<file path="src/hdl/rcsa_pkg.sv">
// Shared constants, phase codes and the result type for the stick scaling and arming block.
`timescale 1ns / 1ps

package rcsa_pkg;

	// Raw receiver channel width
	localparam int CHANNEL_BITS = 11;
	// Width of the scaled commands, offsets and switch outputs
	localparam int CMD_BITS     = 11;
	// Signed working width for the scaled value in eighths
	localparam int SCALE_BITS   = CHANNEL_BITS + 8;
	// Width that holds both a raw switch channel and an 11-bit register
	localparam int MATCH_BITS   = (CHANNEL_BITS > CMD_BITS) ? CHANNEL_BITS : CMD_BITS;

	localparam int CFG_INDEX_BITS = 3;
	localparam int CFG_DATA_BITS  = 12;
	localparam int AUTOLOCK_BITS  = 12;
	localparam int HOLD_BITS      = 8;
	localparam int LOW_CNT_BITS   = 13;
	localparam int PHASE_BITS     = 3;

	// Configuration register indexes
	localparam logic [CFG_INDEX_BITS-1:0] CFG_ROLL_OFFSET     = 3'd0;
	localparam logic [CFG_INDEX_BITS-1:0] CFG_PITCH_OFFSET    = 3'd1;
	localparam logic [CFG_INDEX_BITS-1:0] CFG_THROTTLE_OFFSET = 3'd2;
	localparam logic [CFG_INDEX_BITS-1:0] CFG_YAW_OFFSET      = 3'd3;
	localparam logic [CFG_INDEX_BITS-1:0] CFG_ARM_SWITCH      = 3'd4;
	localparam logic [CFG_INDEX_BITS-1:0] CFG_AUTOLOCK        = 3'd5;
	localparam logic [CFG_INDEX_BITS-1:0] CFG_HOLD_LIMIT      = 3'd6;

	// Register reset values
	localparam logic [CMD_BITS-1:0]      RST_ROLL_OFFSET     = 11'd216;
	localparam logic [CMD_BITS-1:0]      RST_PITCH_OFFSET    = 11'd187;
	localparam logic [CMD_BITS-1:0]      RST_THROTTLE_OFFSET = 11'd184;
	localparam logic [CMD_BITS-1:0]      RST_YAW_OFFSET      = 11'd216;
	localparam logic [CMD_BITS-1:0]      RST_ARM_SWITCH      = 11'd1800;
	localparam logic [AUTOLOCK_BITS-1:0] RST_AUTOLOCK        = 12'd3000;
	localparam logic [HOLD_BITS-1:0]     RST_HOLD_LIMIT      = 8'd5;

	// Command range and stick thresholds
	localparam logic [CMD_BITS-1:0] CMD_MIN       = 11'd1000;
	localparam logic [CMD_BITS-1:0] CMD_MAX       = 11'd2000;
	localparam logic [CMD_BITS-1:0] THR_LOCK      = 11'd1050;
	localparam logic [CMD_BITS-1:0] YAW_LOCK      = 11'd1200;
	localparam logic [CMD_BITS-1:0] THR_START_LOW = 11'd1150;
	localparam logic [CMD_BITS-1:0] THR_HIGH      = 11'd1600;
	localparam logic [CMD_BITS-1:0] THR_ARM_LOW   = 11'd1100;
	localparam logic [CMD_BITS-1:0] THR_IDLE      = 11'd1020;

	// Scale bases in eighths
	localparam int BASE_NORMAL   = 8000;
	localparam int BASE_INVERTED = 16000;

	// Arming phases
	localparam logic [PHASE_BITS-1:0] PH_WAIT_LOW  = 3'd0;
	localparam logic [PHASE_BITS-1:0] PH_WAIT_HIGH = 3'd1;
	localparam logic [PHASE_BITS-1:0] PH_WAIT_DROP = 3'd2;
	localparam logic [PHASE_BITS-1:0] PH_ARM       = 3'd3;
	localparam logic [PHASE_BITS-1:0] PH_ARMED     = 3'd4;
	localparam logic [PHASE_BITS-1:0] PH_LOCK      = 3'd5;

	typedef struct packed {
		logic                  armed;
		logic                  led_solid;
		logic                  started;
		logic                  imu_reset;
		logic [PHASE_BITS-1:0] arm_phase;
	} arm_result_t;

endpackage

</file>
<file path="src/hdl/rc_stick_scaling_and_arming.sv">
// Top level of the receiver stick scaling and arming block.
// Path: an accepted item is held in the input register, and its result moves into the
// output register when the output is not stalled, and out_valid then rises
// (input register, then output register).
// Throughput: one item per cycle while the output is not stalled; the input register
// refills in the same cycle the output is taken, and in_stall follows the output stall.
// Reset: arst_n clears the pipeline valids, the arming phase and counters, the start
// flag, and loads the configuration registers with their default values.
`timescale 1ns / 1ps

module rc_stick_scaling_and_arming
	import rcsa_pkg::*;
(
	input  logic                      clk,
	input  logic                      arst_n,

	// configuration write channel
	input  logic                      cfg_valid,
	output logic                      cfg_ready,
	input  logic [CFG_INDEX_BITS-1:0] cfg_index,
	input  logic [CFG_DATA_BITS-1:0]  cfg_data,

	// input item channel: one receiver frame
	input  logic                      in_valid,
	output logic                      in_stall,
	input  logic [CHANNEL_BITS-1:0]   raw_roll,
	input  logic [CHANNEL_BITS-1:0]   raw_pitch,
	input  logic [CHANNEL_BITS-1:0]   raw_throttle,
	input  logic [CHANNEL_BITS-1:0]   raw_yaw,
	input  logic [CHANNEL_BITS-1:0]   raw_switch_left,
	input  logic [CHANNEL_BITS-1:0]   raw_switch_right,

	// result item channel
	output logic                      out_valid,
	input  logic                      out_stall,
	output logic [CMD_BITS-1:0]       roll_cmd,
	output logic [CMD_BITS-1:0]       pitch_cmd,
	output logic [CMD_BITS-1:0]       throttle_cmd,
	output logic [CMD_BITS-1:0]       yaw_cmd,
	output logic [CMD_BITS-1:0]       aux_one,
	output logic [CMD_BITS-1:0]       aux_two,
	output logic                      armed,
	output logic                      led_solid,
	output logic                      started,
	output logic                      imu_reset,
	output logic [PHASE_BITS-1:0]     arm_phase
);

	// configuration registers
	logic [CMD_BITS-1:0]      roll_offset_q;
	logic [CMD_BITS-1:0]      pitch_offset_q;
	logic [CMD_BITS-1:0]      throttle_offset_q;
	logic [CMD_BITS-1:0]      yaw_offset_q;
	logic [CMD_BITS-1:0]      arm_switch_q;
	logic [AUTOLOCK_BITS-1:0] autolock_q;
	logic [HOLD_BITS-1:0]     hold_limit_q;

	// input register stage
	logic                    valid_s1;
	logic [CHANNEL_BITS-1:0] roll_s1;
	logic [CHANNEL_BITS-1:0] pitch_s1;
	logic [CHANNEL_BITS-1:0] throttle_s1;
	logic [CHANNEL_BITS-1:0] yaw_s1;
	logic [CHANNEL_BITS-1:0] sw_left_s1;
	logic [CHANNEL_BITS-1:0] sw_right_s1;

	// output register stage
	logic                  out_valid_q;
	logic [CMD_BITS-1:0]   roll_q;
	logic [CMD_BITS-1:0]   pitch_q;
	logic [CMD_BITS-1:0]   throttle_q;
	logic [CMD_BITS-1:0]   yaw_q;
	logic [CMD_BITS-1:0]   aux_one_q;
	logic [CMD_BITS-1:0]   aux_two_q;
	arm_result_t           arm_q;

	// stage logic
	logic                  advance;
	logic                  step;
	logic                  in_take;
	logic [CMD_BITS-1:0]   roll_val;
	logic [CMD_BITS-1:0]   pitch_val;
	logic [CMD_BITS-1:0]   throttle_val;
	logic [CMD_BITS-1:0]   yaw_val;
	logic                  switch_armed;
	arm_result_t           arm_val;

	// Configuration is always accepted; the sender must write only while no item is in flight (unenforced here).
	assign cfg_ready = 1'b1;

	always_ff @(posedge clk or negedge arst_n) begin
		if (!arst_n) begin
			roll_offset_q     <= RST_ROLL_OFFSET;
			pitch_offset_q    <= RST_PITCH_OFFSET;
			throttle_offset_q <= RST_THROTTLE_OFFSET;
			yaw_offset_q      <= RST_YAW_OFFSET;
			arm_switch_q      <= RST_ARM_SWITCH;
			autolock_q        <= RST_AUTOLOCK;
			hold_limit_q      <= RST_HOLD_LIMIT;
		end else if (cfg_valid && cfg_ready) begin
			unique case (cfg_index)
				CFG_ROLL_OFFSET:     roll_offset_q     <= cfg_data[CMD_BITS-1:0];
				CFG_PITCH_OFFSET:    pitch_offset_q    <= cfg_data[CMD_BITS-1:0];
				CFG_THROTTLE_OFFSET: throttle_offset_q <= cfg_data[CMD_BITS-1:0];
				CFG_YAW_OFFSET:      yaw_offset_q      <= cfg_data[CMD_BITS-1:0];
				CFG_ARM_SWITCH:      arm_switch_q      <= cfg_data[CMD_BITS-1:0];
				CFG_AUTOLOCK:        autolock_q        <= cfg_data[AUTOLOCK_BITS-1:0];
				CFG_HOLD_LIMIT:      hold_limit_q      <= cfg_data[HOLD_BITS-1:0];
				default: begin
					// drop writes to indexes past the register list
				end
			endcase
		end
	end

	// Advance the output register when it is empty or being taken this cycle.
	assign advance  = !out_valid_q || !out_stall;
	// Step the arming sequencer exactly once per item, as it moves to the output.
	assign step     = valid_s1 && advance;
	// Hold off the sender only while the input register is full and cannot move on.
	assign in_stall = valid_s1 && !advance;
	assign in_take  = in_valid && !in_stall;

	always_ff @(posedge clk or negedge arst_n) begin
		if (!arst_n) begin
			valid_s1 <= 1'b0;
		end else if (!valid_s1 || advance) begin
			valid_s1 <= in_valid;
		end
	end

	always_ff @(posedge clk) begin
		if (in_take) begin
			roll_s1     <= raw_roll;
			pitch_s1    <= raw_pitch;
			throttle_s1 <= raw_throttle;
			yaw_s1      <= raw_yaw;
			sw_left_s1  <= raw_switch_left;
			sw_right_s1 <= raw_switch_right;
		end
	end

	// Scale the four sticks; pitch and yaw are inverted.
	rcsa_stick_scale u_roll (
		.raw    (roll_s1),
		.offset (roll_offset_q),
		.invert (1'b0),
		.cmd    (roll_val)
	);

	rcsa_stick_scale u_pitch (
		.raw    (pitch_s1),
		.offset (pitch_offset_q),
		.invert (1'b1),
		.cmd    (pitch_val)
	);

	rcsa_stick_scale u_throttle (
		.raw    (throttle_s1),
		.offset (throttle_offset_q),
		.invert (1'b0),
		.cmd    (throttle_val)
	);

	rcsa_stick_scale u_yaw (
		.raw    (yaw_s1),
		.offset (yaw_offset_q),
		.invert (1'b1),
		.cmd    (yaw_val)
	);

	// The arm switch must match the configured value exactly.
	assign switch_armed = (MATCH_BITS'(sw_left_s1) == MATCH_BITS'(arm_switch_q));

	// Run the arming sequence on the freshly scaled throttle and yaw.
	rcsa_arm_fsm u_arm (
		.clk                 (clk),
		.arst_n              (arst_n),
		.step                (step),
		.throttle_cmd        (throttle_val),
		.yaw_cmd             (yaw_val),
		.switch_armed        (switch_armed),
		.autolock_limit      (autolock_q),
		.throttle_hold_limit (hold_limit_q),
		.result              (arm_val)
	);

	always_ff @(posedge clk or negedge arst_n) begin
		if (!arst_n) begin
			out_valid_q <= 1'b0;
		end else if (advance) begin
			out_valid_q <= valid_s1;
		end
	end

	always_ff @(posedge clk) begin
		if (step) begin
			roll_q     <= roll_val;
			pitch_q    <= pitch_val;
			throttle_q <= throttle_val;
			yaw_q      <= yaw_val;
			// Switch channels pass through unchanged.
			aux_one_q  <= CMD_BITS'(sw_right_s1);
			aux_two_q  <= CMD_BITS'(sw_left_s1);
			arm_q      <= arm_val;
		end
	end

	assign out_valid    = out_valid_q;
	assign roll_cmd     = roll_q;
	assign pitch_cmd    = pitch_q;
	assign throttle_cmd = throttle_q;
	assign yaw_cmd      = yaw_q;
	assign aux_one      = aux_one_q;
	assign aux_two      = aux_two_q;
	assign armed        = arm_q.armed;
	assign led_solid    = arm_q.led_solid;
	assign started      = arm_q.started;
	assign imu_reset    = arm_q.imu_reset;
	assign arm_phase    = arm_q.arm_phase;

endmodule

</file>
<file path="src/hdl/rcsa_stick_scale.sv">
// Stick scaler: (raw - offset) * 5/8 around 1000 or inverted around 2000, clamped.
`timescale 1ns / 1ps

module rcsa_stick_scale
	import rcsa_pkg::*;
(
	input  logic [CHANNEL_BITS-1:0] raw,
	input  logic [CMD_BITS-1:0]     offset,
	input  logic                    invert,
	output logic [CMD_BITS-1:0]     cmd
);

	logic signed [SCALE_BITS-1:0] diff;
	logic signed [SCALE_BITS-1:0] five_diff;
	logic signed [SCALE_BITS-1:0] eighths;
	logic signed [SCALE_BITS-1:0] whole;

	always_comb begin
		diff      = $signed(SCALE_BITS'(raw)) - $signed(SCALE_BITS'(offset));
		five_diff = (diff <<< 2) + diff;
		if (invert) begin
			eighths = $signed(SCALE_BITS'(BASE_INVERTED)) - five_diff;
		end else begin
			eighths = $signed(SCALE_BITS'(BASE_NORMAL)) + five_diff;
		end
		// eighths is non-negative past the first test, so the shift truncates
		whole = eighths >>> 3;
		if (eighths < $signed(SCALE_BITS'(BASE_NORMAL))) begin
			cmd = CMD_MIN;
		end else if (whole > $signed(SCALE_BITS'(CMD_MAX))) begin
			cmd = CMD_MAX;
		end else begin
			cmd = whole[CMD_BITS-1:0];
		end
	end

endmodule

</file>
<file path="src/hdl/rcsa_arm_fsm.sv">
// Arming sequencer: phase, throttle counters and sticky start flag, one step per item.
`timescale 1ns / 1ps

module rcsa_arm_fsm
	import rcsa_pkg::*;
(
	input  logic                     clk,
	input  logic                     arst_n,
	input  logic                     step,
	input  logic [CMD_BITS-1:0]      throttle_cmd,
	input  logic [CMD_BITS-1:0]      yaw_cmd,
	input  logic                     switch_armed,
	input  logic [AUTOLOCK_BITS-1:0] autolock_limit,
	input  logic [HOLD_BITS-1:0]     throttle_hold_limit,
	output arm_result_t              result
);

	logic [PHASE_BITS-1:0]   phase_q;
	logic [LOW_CNT_BITS-1:0] low_cnt_q;
	logic [HOLD_BITS-1:0]    high_cnt_q;
	logic                    start_q;

	logic [PHASE_BITS-1:0]   phase_cur;
	logic [PHASE_BITS-1:0]   phase_nxt;
	logic [LOW_CNT_BITS-1:0] low_cnt_nxt;
	logic [HOLD_BITS-1:0]    high_cnt_nxt;
	logic [HOLD_BITS-1:0]    high_cnt_inc;
	logic                    start_nxt;
	logic                    armed;
	logic                    led_solid;
	logic                    imu_pulse;

	always_comb begin
		phase_cur    = phase_q;
		phase_nxt    = phase_q;
		low_cnt_nxt  = low_cnt_q;
		high_cnt_nxt = high_cnt_q;
		high_cnt_inc = high_cnt_q + 1'b1;
		start_nxt    = start_q | switch_armed;
		armed        = switch_armed;
		led_solid    = switch_armed;
		imu_pulse    = 1'b0;

		// low throttle with low yaw forces a lock in this same frame
		if ((throttle_cmd < THR_LOCK) && (yaw_cmd < YAW_LOCK)) begin
			phase_cur = PH_LOCK;
		end
		phase_nxt = phase_cur;

		unique case (phase_cur)
			PH_WAIT_LOW: begin
				if (throttle_cmd < THR_START_LOW) begin
					phase_nxt = PH_WAIT_HIGH;
				end
			end
			PH_WAIT_HIGH: begin
				if (throttle_cmd > THR_HIGH) begin
					if (high_cnt_inc > throttle_hold_limit) begin
						high_cnt_nxt = '0;
						phase_nxt    = PH_WAIT_DROP;
					end else begin
						high_cnt_nxt = high_cnt_inc;
					end
				end
			end
			PH_WAIT_DROP: begin
				if (throttle_cmd < THR_ARM_LOW) begin
					phase_nxt = PH_ARM;
				end
			end
			PH_ARM: begin
				armed     = 1'b1;
				led_solid = 1'b1;
				imu_pulse = 1'b1;
				start_nxt = 1'b1;
				phase_nxt = PH_ARMED;
			end
			PH_ARMED: begin
				if (throttle_cmd < THR_IDLE) begin
					low_cnt_nxt = low_cnt_q + 1'b1;
					if (low_cnt_q > LOW_CNT_BITS'(autolock_limit)) begin
						phase_nxt = PH_LOCK;
					end
				end else if (!switch_armed) begin
					phase_nxt = PH_LOCK;
				end else begin
					low_cnt_nxt = '0;
				end
			end
			default: begin
				// lock and the unused codes
				led_solid   = 1'b0;
				armed       = 1'b0;
				low_cnt_nxt = '0;
				phase_nxt   = PH_WAIT_LOW;
			end
		endcase

		result.armed     = armed;
		result.led_solid = led_solid;
		result.started   = start_nxt;
		result.imu_reset = imu_pulse;
		result.arm_phase = phase_nxt;
	end

	always_ff @(posedge clk or negedge arst_n) begin
		if (!arst_n) begin
			phase_q    <= PH_WAIT_LOW;
			low_cnt_q  <= '0;
			high_cnt_q <= '0;
			start_q    <= 1'b0;
		end else if (step) begin
			phase_q    <= phase_nxt;
			low_cnt_q  <= low_cnt_nxt;
			high_cnt_q <= high_cnt_nxt;
			start_q    <= start_nxt;
		end
	end

endmodule
</file>
<file path="config.mk">
export PLATFORM = sky130hd
export DESIGN_NAME = rc_stick_scaling_and_arming
export DESIGN_NICKNAME = d
export VERILOG_FILES = /design/src/hdl/rcsa_pkg.sv /design/src/hdl/rc_stick_scaling_and_arming.sv /design/src/hdl/rcsa_stick_scale.sv /design/src/hdl/rcsa_arm_fsm.sv
export SDC_FILE = /design/constraint.sdc
export NUM_CORES = 1
export LEC_CHECK = 0
export BUFFER_PORTS_ARGS = -buffer_cell sky130_fd_sc_hd__clkbuf_2
export CAP_MARGIN = 30
export CORE_ASPECT_RATIO = 2
export CORE_MARGIN = 2
export CORE_UTILIZATION = 56
export DETAILED_ROUTE_END_ITERATION = 7
export GPL_TIMING_DRIVEN = 0
export MAX_ROUTING_LAYER = met4
export PLACE_DENSITY_LB_ADDON = 0.12
export SYNTH_ARGS = -nofsm -noshare
export SYNTH_HDL_FRONTEND = slang
export SYNTH_SLANG_ARGS = --single-unit
</file>
<file path="constraint.sdc">
create_clock -name clk -period 12.82 [get_ports clk]
set_clock_uncertainty 0.05 [all_clocks]
set_input_delay 1.282 -clock clk [delete_from_list [all_inputs] [get_ports clk]]
set_output_delay 1.282 -clock clk [all_outputs]
set_load 0.01 [all_outputs]
</file>
==> out/results.txt <==
Top Ports -> 162
Final worst-path setup slack -> 6.51 ns
Final #Nets -> 1823
WP data arrival -> 6.68 ns
Area of the mapped netlist -> 0.0148 mm²
CTS resizes -> 0
Worst-path clk slew -> 0.07 ns
Non-Filler Instances -> 1944
Peak fanout along the critical path -> 5
Core Box Area -> 0.0262 mm²
Clock root cell -> clkbuf_16
Share of cells above drive strength 1 -> 21.6%
Primary FF master, synth -> edfxtp_1
Fill cell count -> 2158
H-tree levels -> 1
Max reg flops -> 13
Tmin final -> 6.31 ns
Clock Sinks -> 240
Slowest CP cell -> a311o_1
Area Growth Syn to Fin -> 14.6%
Top-area cell type share of the netlist area -> 28.0%
Die Height -> 234 µm
Slowest Stage Delay on Critical Path -> 0.45 ns
CP startpoint kind -> flip-flop
Leading area contributor after synthesis -> edfxtp_1
Via count -> 10800
First-pass GRT wire length -> 53.8 mm
Final hold viol count -> 0
Synth cell count leaders -> inv_1, ha_1, edfxtp_1, nand2_1, o21ai_0
Total Wirelength -> 33.2 mm
Met3 Use GR -> 3.70%
Drt pass-1 iters -> 7
Flops & latches, synth -> 240
Status -> completed
Antenna viol nets, final -> 0
Post-CTS Setup Repair Bufs -> 0
# hold bufs at CTS -> 0
Critical Path End Type -> flip-flop
RSZ-0062 raised after global routing -> false
Placed cells -> 1899
Count leader, synth -> inv_1
Syn_nets -> 1634
Port bufs -> 160
Most frequent CP cell -> a21oi_1
Slew headroom -> 34.7%
GRT Total Usage -> 24.9%
Max Root-Sink Buffers -> 3
Starting Density -> 56.6%
Largest net degree at the start of global routing -> 68
FFs w/ async S/R, synth -> 42.5%
Critical path type -> reg2reg
GR Util met1 -> 23.7%
Sequential cell area fraction in the yosys report -> 45.5%
Top reg by flops -> u_arm.low_cnt_q
Cell Rows -> 84
Buffers and inverters on the worst path -> 4
Clock Latency Late Sink -> 0.53 ns
Cells after synthesis -> 1392
CP required -> 13.18 ns
Tcrit/Tclk final -> 49.2%
GR Overflow Total -> 0
Max Transition Viols Final -> 0
Synthesized area per cell -> 10.6 µm²
Finished Cell Area -> 0.0170 mm²
GR Layer Usage met2 -> 49.4%
Post-synth EDFFs -> 138
Drt drc -> 0
Die ar. -> 0.0278 mm²
CP top delay family -> compound AO/OA/AOI/OAI gates
Dpl hpwl -> 25.7 mm
Count of cell types in the netlist -> 85
Die Wd -> 119 µm
Vias per Instance -> 5.58
Worst min path class -> reg2reg
Initial antenna violation count -> 1
Routed len/inst -> 17.1 µm
Max cap viols -> 0
Gr busiest metal -> met2
Max Fclk -> 158 MHz
Final setup violation count -> 0
TNS Setup -> 0 ns
Vias in the first global route -> 11400
CTS Buf Count -> 24
Initial DRC Count -> 537
Gpl congestion -> 0.884
Synth top area cells -> edfxtp_1, ha_1, dfrtp_1
YS warnings -> 0
Pre-CTS setup slack -> 6.59 ns
CTS tree -> done
Cell Area, Placed -> 0.0161 mm²
Largest regs -> u_arm.low_cnt_q (13), autolock_q (12)
Worst-margin pin slew -> 0.971 ns
[placed cells by master, fill, tap and decap left out, drive strengths merged, types with 21 or more instances in the layout]
cell,n
xnor2,54
nand2,100
o21ai,82
and2,21
nand3,27
nor3,28
xor2,29
mux2,52
clkbuf,205
edfxtp,138
dfstp,31
inv,157
a21o,42
a21oi,74
nor2,65
ha,150
dfrtp,71
[metrics by stage]
step	hold WS (ns)	utilization, %
6_report	0.368	64.8
5_1_grt	0.375	64.8
4_1_cts	0.368	64.8
3_5_place_dp	0.356	61.6
3_3_place_gp	0.351	61.3
2_1_floorplan	0.350	-
[layer usage]
| metal | vias to the layer above | wire length (µm) |
|---|---|---|
| li1 | 5370 | - |
| met1 | 5184 | 11800 |
| met2 | 214 | 19000 |
| met3 | 79 | 1360 |
| met4 | 0 | 1150 |
| met5 | - | 0 |
[cell families after synthesis]
family	after synthesis	share of synthesized area, %
simple gates	356	12.3
fa+ha+maj	157	13.6
buf+inv	179	4.76
xor+xnor	83	4.91
flops	240	45.5
other cells	1	0.0253
compound gates	321	14.8
mux	55	4.16
[final cells by class]
type | instances | area [µm²] | share of cell area [%]
diodes | 1 | 2.50 | 0.0148
plain buffers | 23 | 119 | 0.701
multi-input cells | 973 | 7370 | 43.4
clock buffers | 33 | 697 | 4.11
repair buffers | 163 | 886 | 5.22
clock inverters | 11 | 135 | 0.797
inverters | 156 | 588 | 3.47
well taps | 344 | 430 | 2.54
flip-flops and latches | 240 | 6740 | 39.7
[worst paths after layout]
kind | end | cells after the start | start | slack, ns
max in group asynchronous | autolock_q[3] | 2 | arst_n | 11.26
min in group asynchronous | u_arm.phase_q[0] | 1 | arst_n | 0.70
worst min-delay path | aux_one[10] | 0 | sw_right_s1[10] | 0.37
worst min register to register | aux_one[10] | 0 | sw_right_s1[10] | 0.37
worst max-delay path | u_arm.low_cnt_q[1] | 28 | throttle_s1[0] | 6.51
worst max register to register | u_arm.low_cnt_q[1] | 28 | throttle_s1[0] | 6.51
[worst reg2reg max path: cells and delay by family (launching register included)]
kind	cells	cell delay [ns]
muxes	1	0.36
buffers and inverters	4	0.29
xor gates and xnor gates	1	0.17
DFF	1	0.37
and+or+nand+nor	4	1.01
AOI/OAI and AO/OA	14	2.74
adders and majority gates	4	1.20
Power is not shown: default switching activity piles up to over one toggle a cycle in this logic, so the estimate is an artifact.
